===== src/sv/lfpd_pkg.sv =====
// shared types, constants and widths of the line follower pd drive block
`timescale 1ns / 1ps

package lfpd_pkg;

  // sensor front end geometry
  localparam int SENSOR_COUNT   = 4;
  localparam int SAMPLE_W       = 12;
  localparam int WEIGHT_STEP    = 1000;
  localparam int CENTRE         = ((SENSOR_COUNT - 1) * WEIGHT_STEP) / 2;

  // datapath widths
  localparam int WSUM_W         = 25;
  localparam int SUM_W          = 14;
  localparam int POS_W          = 12;
  localparam int ERR_W          = 12;
  localparam int LEVEL_W        = 8;
  localparam int CORR_W         = 23;
  localparam int DIV_W          = SUM_W + POS_W - 1;

  // queue between front end and back end
  localparam int QUEUE_DEPTH_DEF = 4;

  // configuration register indexes
  localparam int CFG_ADDR_W = 3;
  localparam logic [CFG_ADDR_W-1:0] CFG_PROP_GAIN    = 3'd0;
  localparam logic [CFG_ADDR_W-1:0] CFG_DERIV_GAIN   = 3'd1;
  localparam logic [CFG_ADDR_W-1:0] CFG_CRUISE_SPEED = 3'd2;
  localparam logic [CFG_ADDR_W-1:0] CFG_FLOOR_SPEED  = 3'd3;
  localparam logic [CFG_ADDR_W-1:0] CFG_LEFT_LIMIT   = 3'd4;
  localparam logic [CFG_ADDR_W-1:0] CFG_RIGHT_LIMIT  = 3'd5;
  localparam logic [CFG_ADDR_W-1:0] CFG_SLOW_DIVISOR = 3'd6;

  // input word: one frame of raw samples
  typedef struct packed {
    logic [SAMPLE_W-1:0] sample_a;
    logic [SAMPLE_W-1:0] sample_b;
    logic [SAMPLE_W-1:0] sample_c;
    logic [SAMPLE_W-1:0] sample_d;
  } in_word_t;

  // output word: drive levels and line position
  typedef struct packed {
    logic [LEVEL_W-1:0] left_drive;
    logic [LEVEL_W-1:0] right_drive;
    logic [POS_W-1:0]   line_position;
  } out_word_t;

  // configuration register file
  typedef struct packed {
    logic [LEVEL_W-1:0] prop_gain;
    logic [LEVEL_W-1:0] deriv_gain;
    logic [LEVEL_W-1:0] cruise_speed;
    logic [LEVEL_W-1:0] floor_speed;
    logic [LEVEL_W-1:0] left_limit;
    logic [LEVEL_W-1:0] right_limit;
    logic [LEVEL_W-1:0] slow_divisor;
  } cfg_t;

  // queue entry: centroid numerator and denominator
  typedef struct packed {
    logic [WSUM_W-1:0] wsum;
    logic [SUM_W-1:0]  sum;
  } q_entry_t;

  // shared divider request and response
  typedef struct packed {
    logic              start;
    logic [DIV_W-1:0]  dividend;
    logic [SUM_W-1:0]  divisor;
  } div_req_t;

  typedef struct packed {
    logic             done;
    logic [POS_W-1:0] quotient;
  } div_rsp_t;

  // back end sequencer
  typedef enum logic [2:0] {
    BK_IDLE,
    BK_POS,
    BK_ERR,
    BK_SLOW,
    BK_DRIVE
  } back_state_t;

endpackage


===== src/sv/lfpd_front.sv =====
// front end: takes sample words and forms weighted and plain sums
`timescale 1ns / 1ps

module lfpd_front (
  input  logic                clk,
  input  logic                rst_n,
  input  logic                in_push,
  output logic                in_full,
  input  lfpd_pkg::in_word_t  in_word,
  output logic                q_push,
  output lfpd_pkg::q_entry_t  q_word,
  input  logic                q_full
);
  import lfpd_pkg::*;

  logic     valid_r, valid_nxt;
  q_entry_t word_r;
  q_entry_t word_nxt;
  logic     accept;
  logic [SAMPLE_W-1:0] v_a, v_b, v_c, v_d;

  // inverted samples
  assign v_a = ~in_word.sample_a;
  assign v_b = ~in_word.sample_b;
  assign v_c = ~in_word.sample_c;
  assign v_d = ~in_word.sample_d;

  // weighted and plain sums of one frame
  always_comb begin
    word_nxt.wsum = WSUM_W'(v_b) * WSUM_W'(WEIGHT_STEP)
                  + WSUM_W'(v_c) * WSUM_W'(2 * WEIGHT_STEP)
                  + WSUM_W'(v_d) * WSUM_W'(3 * WEIGHT_STEP);
    word_nxt.sum  = SUM_W'(v_a) + SUM_W'(v_b) + SUM_W'(v_c) + SUM_W'(v_d);
  end

  // holding stage in front of the queue
  assign in_full = valid_r & q_full;
  assign accept  = in_push & ~in_full;
  assign q_push  = valid_r;
  assign q_word  = word_r;

  always_comb begin
    valid_nxt = valid_r & q_full;
    if (accept) begin
      valid_nxt = 1'b1;
    end
  end

  always_ff @(posedge clk) begin
    if (!rst_n) begin
      valid_r <= 1'b0;
    end else begin
      valid_r <= valid_nxt;
    end
  end

  always_ff @(posedge clk) begin
    if (accept) begin
      word_r <= word_nxt;
    end
  end

endmodule


===== src/sv/lfpd_fifo.sv =====
// short queue between front end and back end
`timescale 1ns / 1ps

module lfpd_fifo #(
  parameter int DEPTH = lfpd_pkg::QUEUE_DEPTH_DEF
) (
  input  logic                clk,
  input  logic                rst_n,
  input  logic                push,
  input  lfpd_pkg::q_entry_t  wr_word,
  output logic                full,
  input  logic                pop,
  output lfpd_pkg::q_entry_t  rd_word,
  output logic                empty
);
  import lfpd_pkg::*;

  localparam int AW = (DEPTH > 1) ? $clog2(DEPTH) : 1;
  localparam int CW = $clog2(DEPTH + 1);

  q_entry_t        mem_r [DEPTH];
  logic [AW-1:0]   wr_ptr_r, wr_ptr_nxt;
  logic [AW-1:0]   rd_ptr_r, rd_ptr_nxt;
  logic [CW-1:0]   count_r, count_nxt;
  logic            do_push, do_pop;

  assign full    = (count_r == CW'(DEPTH));
  assign empty   = (count_r == '0);
  assign do_push = push & ~full;
  assign do_pop  = pop & ~empty;
  assign rd_word = mem_r[rd_ptr_r];

  // pointer and fill count update
  always_comb begin
    wr_ptr_nxt = wr_ptr_r;
    rd_ptr_nxt = rd_ptr_r;
    count_nxt  = count_r;
    if (do_push) begin
      wr_ptr_nxt = (wr_ptr_r == AW'(DEPTH - 1)) ? '0 : wr_ptr_r + 1'b1;
    end
    if (do_pop) begin
      rd_ptr_nxt = (rd_ptr_r == AW'(DEPTH - 1)) ? '0 : rd_ptr_r + 1'b1;
    end
    if (do_push && !do_pop) begin
      count_nxt = count_r + 1'b1;
    end else if (do_pop && !do_push) begin
      count_nxt = count_r - 1'b1;
    end
  end

  always_ff @(posedge clk) begin
    if (!rst_n) begin
      wr_ptr_r <= '0;
      rd_ptr_r <= '0;
      count_r  <= '0;
    end else begin
      wr_ptr_r <= wr_ptr_nxt;
      rd_ptr_r <= rd_ptr_nxt;
      count_r  <= count_nxt;
    end
  end

  // storage
  always_ff @(posedge clk) begin
    if (do_push) begin
      mem_r[wr_ptr_r] <= wr_word;
    end
  end

endmodule


===== src/sv/lfpd_div.sv =====
// restoring divider, one quotient bit per cycle, shared by the back end
`timescale 1ns / 1ps

module lfpd_div (
  input  logic                clk,
  input  logic                rst_n,
  input  lfpd_pkg::div_req_t  req,
  output lfpd_pkg::div_rsp_t  rsp
);
  import lfpd_pkg::*;

  localparam int STEP_W = $clog2(POS_W);

  logic              busy_r, busy_nxt;
  logic [STEP_W-1:0] step_r, step_nxt;
  logic [DIV_W-1:0]  rem_r, rem_nxt;
  logic [DIV_W-1:0]  den_r, den_nxt;
  logic [POS_W-1:0]  q_r, q_nxt;
  logic              ge;
  logic [POS_W-1:0]  q_step;

  // one compare and subtract per cycle
  assign ge     = (rem_r >= den_r);
  assign q_step = {q_r[POS_W-2:0], ge};

  assign rsp.done     = busy_r & (step_r == '0);
  assign rsp.quotient = q_step;

  always_comb begin
    busy_nxt = busy_r;
    step_nxt = step_r;
    rem_nxt  = rem_r;
    den_nxt  = den_r;
    q_nxt    = q_r;
    if (req.start) begin
      busy_nxt = 1'b1;
      step_nxt = STEP_W'(POS_W - 1);
      rem_nxt  = req.dividend;
      den_nxt  = DIV_W'(req.divisor) << (POS_W - 1);
      q_nxt    = '0;
    end else if (busy_r) begin
      rem_nxt  = ge ? rem_r - den_r : rem_r;
      den_nxt  = den_r >> 1;
      q_nxt    = q_step;
      step_nxt = step_r - 1'b1;
      if (step_r == '0) begin
        busy_nxt = 1'b0;
      end
    end
  end

  always_ff @(posedge clk) begin
    if (!rst_n) begin
      busy_r <= 1'b0;
    end else begin
      busy_r <= busy_nxt;
    end
  end

  always_ff @(posedge clk) begin
    step_r <= step_nxt;
    rem_r  <= rem_nxt;
    den_r  <= den_nxt;
    q_r    <= q_nxt;
  end

endmodule


===== src/sv/lfpd_back.sv =====
// back end: centroid divide, pd correction, slowdown and drive clamps
`timescale 1ns / 1ps

module lfpd_back (
  input  logic                clk,
  input  logic                rst_n,
  input  lfpd_pkg::cfg_t      cfg,
  input  lfpd_pkg::q_entry_t  q_word,
  input  logic                q_empty,
  output logic                q_pop,
  output logic                out_empty,
  input  logic                out_pop,
  output lfpd_pkg::out_word_t out_word
);
  import lfpd_pkg::*;

  back_state_t state_r, state_nxt;
  logic [POS_W-1:0]         pos_r, pos_nxt;
  logic signed [CORR_W-1:0] corr_r, corr_nxt;
  logic signed [ERR_W-1:0]  prev_err_r, prev_err_nxt;
  logic [POS_W-1:0]         slow_q_r, slow_q_nxt;
  logic                     out_valid_r, out_valid_nxt;
  out_word_t                out_word_r, out_word_nxt;

  div_req_t div_req;
  div_rsp_t div_rsp;

  logic signed [POS_W+1:0]   err_ext;
  logic signed [ERR_W-1:0]   err;
  logic signed [CORR_W-1:0]  err_s, diff_s, kp_s, kd_s, corr;
  logic [ERR_W-1:0]          mag;
  logic [LEVEL_W-1:0]        slow_den;
  logic signed [POS_W+1:0]   base_raw;
  logic [LEVEL_W-1:0]        base;
  logic signed [CORR_W:0]    lsum, rsum;
  logic [LEVEL_W-1:0]        left_lvl, right_lvl;

  lfpd_div u_div (
    .clk   (clk),
    .rst_n (rst_n),
    .req   (div_req),
    .rsp   (div_rsp)
  );

  // position error, saturated to the stored width
  always_comb begin
    err_ext = $signed({2'b00, pos_r}) - (POS_W+2)'(CENTRE);
    if (err_ext < -(POS_W+2)'(2048)) begin
      err = {1'b1, {(ERR_W-1){1'b0}}};
    end else if (err_ext > (POS_W+2)'(2047)) begin
      err = {1'b0, {(ERR_W-1){1'b1}}};
    end else begin
      err = err_ext[ERR_W-1:0];
    end
  end

  // pd correction
  always_comb begin
    err_s  = CORR_W'(err);
    diff_s = CORR_W'(err) - CORR_W'(prev_err_r);
    kp_s   = CORR_W'($signed({1'b0, cfg.prop_gain}));
    kd_s   = CORR_W'($signed({1'b0, cfg.deriv_gain}));
    corr   = kp_s * err_s + kd_s * diff_s;
  end

  // slowdown operands
  assign mag      = err[ERR_W-1] ? ERR_W'(-(ERR_W+1)'(err)) : ERR_W'(err);
  assign slow_den = (cfg.slow_divisor == '0) ? LEVEL_W'(1) : cfg.slow_divisor;

  // slowed base level, low bound tested first
  always_comb begin
    base_raw = $signed({6'b0, cfg.cruise_speed}) - $signed({2'b00, slow_q_r});
    if (base_raw < $signed({6'b0, cfg.floor_speed})) begin
      base = cfg.floor_speed;
    end else if (base_raw > $signed({6'b0, cfg.cruise_speed})) begin
      base = cfg.cruise_speed;
    end else begin
      base = base_raw[LEVEL_W-1:0];
    end
  end

  // drive levels clamped to zero and their limits
  always_comb begin
    lsum = (CORR_W+1)'($signed({1'b0, base})) + (CORR_W+1)'(corr_r);
    rsum = (CORR_W+1)'($signed({1'b0, base})) - (CORR_W+1)'(corr_r);
    if (lsum < 0) begin
      left_lvl = '0;
    end else if (lsum > $signed({{(CORR_W-LEVEL_W+1){1'b0}}, cfg.left_limit})) begin
      left_lvl = cfg.left_limit;
    end else begin
      left_lvl = lsum[LEVEL_W-1:0];
    end
    if (rsum < 0) begin
      right_lvl = '0;
    end else if (rsum > $signed({{(CORR_W-LEVEL_W+1){1'b0}}, cfg.right_limit})) begin
      right_lvl = cfg.right_limit;
    end else begin
      right_lvl = rsum[LEVEL_W-1:0];
    end
  end

  // sequencer: next state and outputs
  always_comb begin
    state_nxt     = state_r;
    pos_nxt       = pos_r;
    corr_nxt      = corr_r;
    prev_err_nxt  = prev_err_r;
    slow_q_nxt    = slow_q_r;
    out_valid_nxt = out_valid_r;
    out_word_nxt  = out_word_r;
    q_pop         = 1'b0;
    div_req       = '0;
    if (out_pop && out_valid_r) begin
      out_valid_nxt = 1'b0;
    end
    unique case (state_r)
      BK_IDLE: begin
        if (!q_empty) begin
          q_pop = 1'b1;
          if (q_word.sum == '0) begin
            pos_nxt   = POS_W'(CENTRE);
            state_nxt = BK_ERR;
          end else begin
            div_req.start    = 1'b1;
            div_req.dividend = DIV_W'(q_word.wsum);
            div_req.divisor  = q_word.sum;
            state_nxt        = BK_POS;
          end
        end
      end
      BK_POS: begin
        if (div_rsp.done) begin
          pos_nxt   = div_rsp.quotient;
          state_nxt = BK_ERR;
        end
      end
      BK_ERR: begin
        corr_nxt         = corr;
        prev_err_nxt     = err;
        div_req.start    = 1'b1;
        div_req.dividend = DIV_W'(mag);
        div_req.divisor  = SUM_W'(slow_den);
        state_nxt        = BK_SLOW;
      end
      BK_SLOW: begin
        if (div_rsp.done) begin
          slow_q_nxt = div_rsp.quotient;
          state_nxt  = BK_DRIVE;
        end
      end
      BK_DRIVE: begin
        if (!out_valid_r || out_pop) begin
          out_valid_nxt              = 1'b1;
          out_word_nxt.left_drive    = left_lvl;
          out_word_nxt.right_drive   = right_lvl;
          out_word_nxt.line_position = pos_r;
          state_nxt                  = BK_IDLE;
        end
      end
      default: begin
        state_nxt = BK_IDLE;
      end
    endcase
  end

  // control state
  always_ff @(posedge clk) begin
    if (!rst_n) begin
      state_r     <= BK_IDLE;
      out_valid_r <= 1'b0;
      prev_err_r  <= '0;
    end else begin
      state_r     <= state_nxt;
      out_valid_r <= out_valid_nxt;
      prev_err_r  <= prev_err_nxt;
    end
  end

  // datapath registers
  always_ff @(posedge clk) begin
    pos_r      <= pos_nxt;
    corr_r     <= corr_nxt;
    slow_q_r   <= slow_q_nxt;
    out_word_r <= out_word_nxt;
  end

  assign out_empty = ~out_valid_r;
  assign out_word  = out_word_r;

endmodule


===== src/sv/line_follower_pd_drive_top.sv =====
// top level of the pd line follower drive block
`timescale 1ns / 1ps

// Each sample word becomes one result word. The front end takes a word and forms the
// weighted and plain sums; the back end then works through each word in turn (pop, 12
// divider steps for the centroid, error and pd correction, 12 divider steps for the curve
// slowdown, drive clamp), skipping the centroid divide when every sample reads full scale.
// The shared one-bit-per-cycle divider serves both divides, and the back end takes no new
// word until the last result is in the output register. Up to QUEUE_DEPTH words plus one
// held in the front end can wait ahead of the back end, and a finished result waits in an
// output register while the next word is worked on. Configuration writes are taken every
// cycle and should only be issued while no word is in flight.
module line_follower_pd_drive_top #(
  parameter int QUEUE_DEPTH = lfpd_pkg::QUEUE_DEPTH_DEF
) (
  input  logic                                clk,
  input  logic                                rst_n,
  input  logic                                in_push,
  output logic                                in_full,
  input  lfpd_pkg::in_word_t                  in_word,
  output logic                                out_empty,
  input  logic                                out_pop,
  output lfpd_pkg::out_word_t                 out_word,
  input  logic                                cfg_valid,
  output logic                                cfg_ready,
  input  logic [lfpd_pkg::CFG_ADDR_W-1:0]     cfg_addr,
  input  logic [lfpd_pkg::LEVEL_W-1:0]        cfg_data
);
  import lfpd_pkg::*;

  cfg_t     cfg_r, cfg_nxt;
  logic     q_push, q_full, q_pop, q_empty;
  q_entry_t q_wr_word, q_rd_word;

  // configuration register file
  assign cfg_ready = 1'b1;

  always_comb begin
    cfg_nxt = cfg_r;
    if (cfg_valid && cfg_ready) begin
      unique case (cfg_addr)
        CFG_PROP_GAIN:    cfg_nxt.prop_gain    = cfg_data;
        CFG_DERIV_GAIN:   cfg_nxt.deriv_gain   = cfg_data;
        CFG_CRUISE_SPEED: cfg_nxt.cruise_speed = cfg_data;
        CFG_FLOOR_SPEED:  cfg_nxt.floor_speed  = cfg_data;
        CFG_LEFT_LIMIT:   cfg_nxt.left_limit   = cfg_data;
        CFG_RIGHT_LIMIT:  cfg_nxt.right_limit  = cfg_data;
        CFG_SLOW_DIVISOR: cfg_nxt.slow_divisor = cfg_data;
        default: begin
          cfg_nxt = cfg_r;
        end
      endcase
    end
  end

  always_ff @(posedge clk) begin
    if (!rst_n) begin
      cfg_r.prop_gain    <= LEVEL_W'(2);
      cfg_r.deriv_gain   <= LEVEL_W'(5);
      cfg_r.cruise_speed <= LEVEL_W'(100);
      cfg_r.floor_speed  <= LEVEL_W'(80);
      cfg_r.left_limit   <= LEVEL_W'(120);
      cfg_r.right_limit  <= LEVEL_W'(120);
      cfg_r.slow_divisor <= LEVEL_W'(12);
    end else begin
      cfg_r <= cfg_nxt;
    end
  end

  // front end
  lfpd_front u_front (
    .clk     (clk),
    .rst_n   (rst_n),
    .in_push (in_push),
    .in_full (in_full),
    .in_word (in_word),
    .q_push  (q_push),
    .q_word  (q_wr_word),
    .q_full  (q_full)
  );

  // decoupling queue
  lfpd_fifo #(
    .DEPTH (QUEUE_DEPTH)
  ) u_fifo (
    .clk     (clk),
    .rst_n   (rst_n),
    .push    (q_push),
    .wr_word (q_wr_word),
    .full    (q_full),
    .pop     (q_pop),
    .rd_word (q_rd_word),
    .empty   (q_empty)
  );

  // back end
  lfpd_back u_back (
    .clk       (clk),
    .rst_n     (rst_n),
    .cfg       (cfg_r),
    .q_word    (q_rd_word),
    .q_empty   (q_empty),
    .q_pop     (q_pop),
    .out_empty (out_empty),
    .out_pop   (out_pop),
    .out_word  (out_word)
  );

  // an accepted word is held in the front end on the next cycle
  a_front_holds: assert property (@(posedge clk) disable iff (!rst_n)
    (in_push && !in_full) |=> q_push)
    else $error("accepted word not held in front end");

  // the front end never stalls while the queue has room
  a_no_stall_with_room: assert property (@(posedge clk) disable iff (!rst_n)
    (q_push && !q_full) |-> !in_full)
    else $error("front end stalled with queue room");

  // a full queue keeps the front end word until it drains
  a_full_holds: assert property (@(posedge clk) disable iff (!rst_n)
    (q_push && q_full) |=> q_push)
    else $error("front end word lost while queue full");

  // the centroid stays inside the sensor span
  a_pos_range: assert property (@(posedge clk) disable iff (!rst_n)
    !out_empty |-> (out_word.line_position <= POS_W'((SENSOR_COUNT - 1) * WEIGHT_STEP)))
    else $error("line position outside sensor span");

endmodule

===== config.mk =====
export PLATFORM = sky130hd
export DESIGN_NAME = line_follower_pd_drive_top
export DESIGN_NICKNAME = d
export VERILOG_FILES = /design/src/sv/lfpd_pkg.sv /design/src/sv/lfpd_front.sv /design/src/sv/lfpd_fifo.sv /design/src/sv/lfpd_div.sv /design/src/sv/lfpd_back.sv /design/src/sv/line_follower_pd_drive_top.sv
export SDC_FILE = /design/constraint.sdc
export NUM_CORES = 2
export LEC_CHECK = 0
export BUFFER_PORTS_ARGS = -buffer_cell sky130_fd_sc_hd__clkbuf_2
export CORE_UTILIZATION = 65
export DETAILED_ROUTE_END_ITERATION = 8
export PLACE_DENSITY = 0.87
export SLEW_MARGIN = 20
export SYNTH_ARGS = -nofsm -noshare
export SYNTH_HDL_FRONTEND = slang
export SYNTH_SLANG_ARGS = --single-unit
export TNS_END_PERCENT = 1

===== constraint.sdc =====
create_clock -name clk -period 19.9 [get_ports clk]
set_input_delay 2.985 -clock clk [delete_from_list [all_inputs] [get_ports clk]]
set_output_delay 2.985 -clock clk [all_outputs]
set_load 0.03 [all_outputs]

; ---- Yosys cells after proc, flatten, opt, wreduce, memory -nomap -nowiden
; Memory sizes are Yosys's and may differ from the RTL's. A register that Yosys moved wholly into a read port is not among the register bits.
; Cells that the tools add are included.
[totals]
inputBits = 64
reg_bits = 260
mem_bits_rw = 156
mem_count = 1
word_cells = 164
[mem_list]
columns = name, depth, width, rd, rd_clocked_by_memory_dff, write_ports, line_no
row1 = u_fifo.mem_r, 4, 39, 1, 1, 1, lfpd_fifo.sv:21  ; q_entry_t mem_r [DEPTH];
[classes]
n_mul = 5
magnitude_cmp = 9
reduce_logical = 29
n_bitwise = 13
mux = 43
n_addsub = 18
eq_ne = 18
[ops]
columns = cell, count
row1 = 2-to-1 mux 25 bit, 5
row2 = 2-to-1 mux 40 bit, 2
row3 = one-hot mux 40 bit (2 select lines), 1
row4 = 2-to-1 mux 12 bit, 6
row5 = > comparator 24 x 9 -> 1 bit, 2
row6 = less-than comparator 24 x 1 -> 1 bit (second input constant), 2
row7 = inverter 12 bit, 4
row8 = 2-to-1 mux 8 bit, 5
row9 = multiplier 12 x 7 -> 19 bit (second input constant), 2
row10 = adder 14 x 12 -> 14 bit, 2
row11 = adder 25 x 24 -> 25 bit, 1
row12 = greater-or-equal comparator 25 bit, 1
row13 = subtractor 25 bit, 1
row14 = adder 22 x 23 -> 24 bit, 1
row15 = adder 9 x 23 -> 24 bit, 1
row16 = one-hot mux 12 bit (2 select lines), 1
row17 = subtractor 9 x 23 -> 24 bit, 1
row18 = adder 23 bit, 1
row19 = multiplier 9 x 23 -> 23 bit, 1
row20 = multiplier 12 x 9 -> 21 bit (second input constant), 1
row21 = multiplier 9 x 12 -> 21 bit, 1
row22 = AND reduction 2 bit, 10
row23 = 2-to-1 mux 3 bit, 6
row24 = equality test 3 bit (second input constant), 5
row25 = 32 further kinds, 72

; ---- Longest topological paths before layout
[depth]
word_depth = 9
ltp_mapped = 38

; ---- Hierarchy
; Synthesis repeated with hierarchy kept, for this count alone.
[unflattened]
hier_cells = 3669
area_unflattened_um2 = 37878.8
[by_module_without_submodules]
columns = mod, instances, seq_area_each_um2, cells_each, area_per_inst_um2
row1 = lfpd_back, 1, 2572.5, 1727, 15407.3
row2 = lfpd_front, 1, 1101.1, 1061, 10283.6
row3 = lfpd_fifo, 1, 4864.7, 254, 6093.3
row4 = lfpd_div, 1, 1711.6, 419, 3927.5
row5 = line_follower_pd_drive_top, 1, 1121.1, 208, 2167.1

; ---- Worst setup path after synthesis
; No wires, ideal clock.
[synth_path]
path_type = input-to-reg
from = input in_word[24] in the netlist's numbering
to = register u_front.word_r (netlist bit u_front.q_word[37]), data pin
cell_stages = 29
arrival_ns = 9.225
path_slack_ns = 10.418
n_path_buf = 0
cell_sequence = inv_1 fa_1 inv_1 fa_1 fa_1 inv_1 fa_1 ha_1 o21ai_0 a21boi_0 o21ai_0 a21boi_0 nor2_1 ha_1 a21o_1 a21o_1 a2111oi_0 o21ai_0 a31oi_1 nor2b_1 o21ai_0 a21oi_1 ha_1 nand2_1 o21ai_0 a2111oi_0 o21bai_1 a21oi_1 xnor2_1
[synth_rtl]
columns = item, line_no
row1 = from (decl), line_follower_pd_drive_top.sv:20  ; input lfpd_pkg::in_word_t in_word,
row2 = to (signal assigned), lfpd_front.sv:59  ; word_r <= word_nxt;
row3 = to (decl), lfpd_front.sv:17  ; q_entry_t word_r;

; ---- Final worst setup path
[layout_path]
from = register u_back.pos_r[2]
to = register u_back.corr_r[22], data pin
[layout_via]
elab_chain_len = 7
word_cells_on_any_way = 9
cone_classes = add/sub (3) / mul (2) / order compare (2) / mux (2)
[layout_lines]
columns = item, line_no
row1 = from (decl), lfpd_back.sv:18  ; logic [POS_W-1:0] pos_r, pos_nxt;
row2 = from (signal assigned), lfpd_back.sv:181  ; pos_r <= pos_nxt;
row3 = subtractor 12 x 11 -> 13 bit (*), lfpd_back.sv:47  ; err_ext = $signed({2'b00, pos_r}) - (POS_W+2)'(CENTRE);
row4 = > comparator 14 x 12 -> 1 bit, lfpd_back.sv:50  ; end else if (err_ext > (POS_W+2)'(2047)) begin
row5 = 2-to-1 mux 12 bit, lfpd_back.sv:50
row6 = 2-to-1 mux 12 bit (*), lfpd_back.sv:48  ; if (err_ext < -(POS_W+2)'(2048)) begin
row7 = net u_back.err[1], lfpd_back.sv:29  ; logic signed [ERR_W-1:0] err;
row8 = subtractor 12 x 12 -> 13 bit, lfpd_back.sv:60  ; diff_s = CORR_W'(err) - CORR_W'(prev_err_r);
row9 = multiplier 9 x 23 -> 23 bit, lfpd_back.sv:63  ; corr = kp_s * err_s + kd_s * diff_s;
row10 = adder 23 bit (*), lfpd_back.sv:63
row11 = net u_back.corr[22], lfpd_back.sv:30  ; logic signed [CORR_W-1:0] err_s, diff_s, kp_s, kd_s, corr;
row12 = to (signal assigned), lfpd_back.sv:182  ; corr_r <= corr_nxt;
row13 = to (decl), lfpd_back.sv:19  ; logic signed [CORR_W-1:0] corr_r, corr_nxt;
; The timed path passes the listed nets; every way through them passes the cells marked *.
; A chain may end at the register's enable or synchronous reset.

==> key figures <==
Timing
  – RSZ-0062 raised after global routing: no
  – Final setup fails: 0
  – Max transition margin: 26.3%
  – TNS Setup: 0 ps
  – Fin crit period: 10270 ps
  – Clock Skews: approximately 20 ps
  – Max Slew Vio Count: 0
  – Hold Fails Final Rpt: 0
  – Fmax: 97.4 MHz
  – Worst-margin pin slew: between 1000 and 1500 ps
  – Worst Setup Slack, final: approximately 9600 ps
  – Final period utilization: 51.6%

Placement
  – RePlAce Congestion: 0.919
  – Setup WS pre-CTS: 9650 ps
  – HPWL after detailed placement: 66.8 mm
  – Dpl cell area: 0.0385 sq mm
  – IO buf count: 93

Routing
  – WL/cell: 19.3 um
  – Drt pass-1 iters: 9
  – Antenna-violating nets left: 0
  – Iteration-0 DRC Markers: approximately 2500
  – Routed vias/inst: 6.03
  – Vias: 27700
  – DRC Markers: 0
  – Final WL: just under 90 mm

Clock network
  – Maximum root-to-sink buffer count: 3
  – CTS Hold Bufs: 0
  – Setup repair bufs after CTS: 0
  – Worst-Skew Late Latency: 580 ps
  – Total CTS buffers: 41
  – Post_cts resized: 0
  – Clk sinks: ~400
  – H-tree depth: 2
  – CTS tree: done
  – Root Driver: clkbuf_16
  – CTS clk-pin slew, worst paths: 70 ps

Worst setup path
  – Worst Path Required: 20210 ps
  – CP max stage delay: 810 ps
  – Worst Reg-to-Reg Cells: 32
  – Worst setup path end: u_back.corr_r[22]$_DFFE_PN_
  – Reg2reg setup slack: 9630 ps
  – WP buf/inv: 4
  – Worst Path Max Fanout: 9
  – Worst EP arrival: between 10000 and 15000 ps
  – RR Startpoint: u_back.pos_r[2]$_SDFFCE_PP1P_
  – Delay-heaviest family, CP: compound AO/OA/AOI/OAI gates
  – Most common cell on crit path: fa_1
  – WP depth: 32
  – CP Capture Type: flip-flop
  – Critical Path Source: u_back.pos_r[2]$_SDFFCE_PP1P_
  – Kind of critical path: flip-flop to flip-flop
  – Critical Path Slowest Stage Cell: o41ai_2
  – R2R Path End: u_back.corr_r[22]$_DFFE_PN_
  – Crit start category: flip-flop

Floorplan
  – Die ar.: 0.0583 sq mm
  – Initial Util: around two thirds
  – Top-Level Pins: 95
  – Core area: 0.0565 sq mm
  – Die H: 242 um
  – Row cnt: between 80 and 90
  – Die X: 242 um

Layout
  – Fin nets: 4610
  – Share of post-route cells with drive strength above 1: 6.90%
  – N_diodes: 0
  – Design Area, Final: 0.0400 sq mm
  – Area Overhead vs Synth: 7.16%

Logic synthesis
  – Yosys top cell area share: 23.7%
  – Fraction of registers with async set or reset after synthesis: 0%
  – Post-synth EDFFs: 294
  – Synth warn: 0
  – Yosys cell types: 91
  – Avg Inst Size Synth: 9.98 sq um
  – Top-count cell post-synth: inv_1
  – Largest cells by area after synthesis: edfxtp_1 (24%), fa_1 (18%), ha_1 (14%), inv_1 (6.4%), dfxtp_1 (5.9%)
  – Cells after synthesis: between 3000 and 4000
  – Main synth FF type: edfxtp_1
  – Post-synthesis sequential area ratio: 29.5%
  – Area leader, netlist: edfxtp_1
  – Mapped Nets: 4537
  – Post-synthesis cell area: 0.0373 sq mm
  – Synth cell count leaders: inv_1 (632), ha_1 (407), fa_1 (331)
  – Yosys reg bits: between 400 and 500

Global routing
  – Pin count of the biggest net entering global routing: 54
  – Vias in the first global route: around 28000
  – Initial antenna violation count: 0
  – Overall Global Routing Usage: 30.6%
  – First-pass GRT wire length: 143 mm
  – Congestion Overflow GR: 0

Power and ir drop
  – Peak supply drop: 0.501 mV
  – Net Switching: 3.17 mW
  – Power Dens Cells: 177 mW/mm^2
  – Tot Pwr: 7.06 mW
  – P_int: 3.88 mW
  – Clock network fraction of total power: between 10% and 20%
  – Comb pwr share: between 60% and 70%
  – Sw frac: between 40 and 50%
  – Leak pwr: 18.0 nW
  – Flop pwr share: 20.2%

Flow run
  – Max-cap violations: 0

Outcome
  – Status: complete, no violations

Hold path
  – Hold Crit Class: flip-flop to flip-flop
## routing by layer
layer  global-route usage (%)  share of wire, %  vias to the layer above  wire, um
met5                        0                 0                        -         0
met1                     37.3                38                    13400     33900
met4                     16.3               5.6                        0      4930
met3                     4.64               7.1                      313      6260
li1                         -                 -                    12800         -
met2                     52.4                49                     1233     43600
## state kept, by name, summed over array words and instances (netlist names), 23 cells and up, named ones only
name	flops
cfg_r	56
u_back.corr_r	23
u_back.out_word	28
u_back.u_div.den_r	25
u_back.u_div.rem_r	25
u_fifo.mem_r	144
u_front.q_word	36
## cell usage in the layout, fill, tap and decap left out, drive strengths merged, types with 56 or more instances in the layout
cell type / count
clkbuf: 146
a21o: 56
fa: 331
and2: 104
ha: 407
a21oi: 188
nor2: 188
edfxtp: 294
nand2: 330
nor3: 64
nand3: 63
xnor2: 133
o21ai: 126
inv: 639
dfxtp: 109
## metrics by stage
stage | util [%] | instances | hold WS [ps]
finish | 70.7 | 4597 | 455
detailed placement | 68.2 | 4520 | 446
CTS | 70.7 | 4596 | 454
floorplan | - | 3735 | 421
global placement | 68.2 | 4520 | 442
global route | 70.7 | 4597 | 476
## logic make-up (layout without fill, tap and decap cells)
group | count (synthesis) | count (layout) | share of synthesized area, %
XOR/XNOR | 188 | 188 | 4.42
flip-flops | 403 | 403 | 29.5
other | 1 | 1 | 0.0101
AO/OA/AOI/OAI | 614 | 614 | 10.7
multiplexers | 101 | 101 | 3.95
buffers and inverters | 721 | 827 | 7.34
adder cells (fa/ha/maj) | 738 | 738 | 31.4
AND/OR/NAND/NOR | 969 | 969 | 12.6
## power by group through the flow
stage	clock network, mW	registers [mW]	logic, mW
after floorplan	0	1.39	3.73
after global placement	0	1.42	4.46
after detailed placement	0	1.43	4.66
after CTS	0.811	1.42	4.75
after global routing	0.836	1.43	5.34
final	0.809	1.42	4.82
## how the worst min path moves through the flow
stage                                                 start                                end  depth (start not counted)
after floorplan           u_back.u_div.q_r[10]$_SDFFE_PP0P_      u_back.slow_q_r[11]$_DFFE_PP_                          0
after global placement    u_back.prev_err_r[8]$_SDFFE_PN0N_  u_back.prev_err_r[8]$_SDFFE_PN0N_                          2
after CTS                            cfg_r[29]$_SDFFE_PN0P_             cfg_r[29]$_SDFFE_PN0P_                          2
after detailed placement             cfg_r[29]$_SDFFE_PN0P_             cfg_r[29]$_SDFFE_PN0P_                          2
after global routing      u_back.prev_err_r[8]$_SDFFE_PN0N_  u_back.prev_err_r[8]$_SDFFE_PN0N_                          2
final                     u_back.prev_err_r[8]$_SDFFE_PN0N_  u_back.prev_err_r[8]$_SDFFE_PN0N_                          2
## cell type report
| type | instances | area, sq um |
|---|---|---|
| flip-flops and latches | 403 | 11000 |
| well taps | 756 | 946 |
| repair buffers | 117 | 666 |
| fillers | 3810 | 16500 |
| multi-input cells | 2611 | 23600 |
| clock inverters | 23 | 243 |
| inverters | 634 | 2380 |
| clock buffers | 53 | 1150 |
## tightest hold or removal path: cells and delay by family (launching register included)
family           cells  cell delay (ps)
AO/OA/AOI/OAI        1               50
AND/OR/NAND/NOR      1               50
flip-flops           1              310
Note: power is estimated with default switching activity, not from simulation.
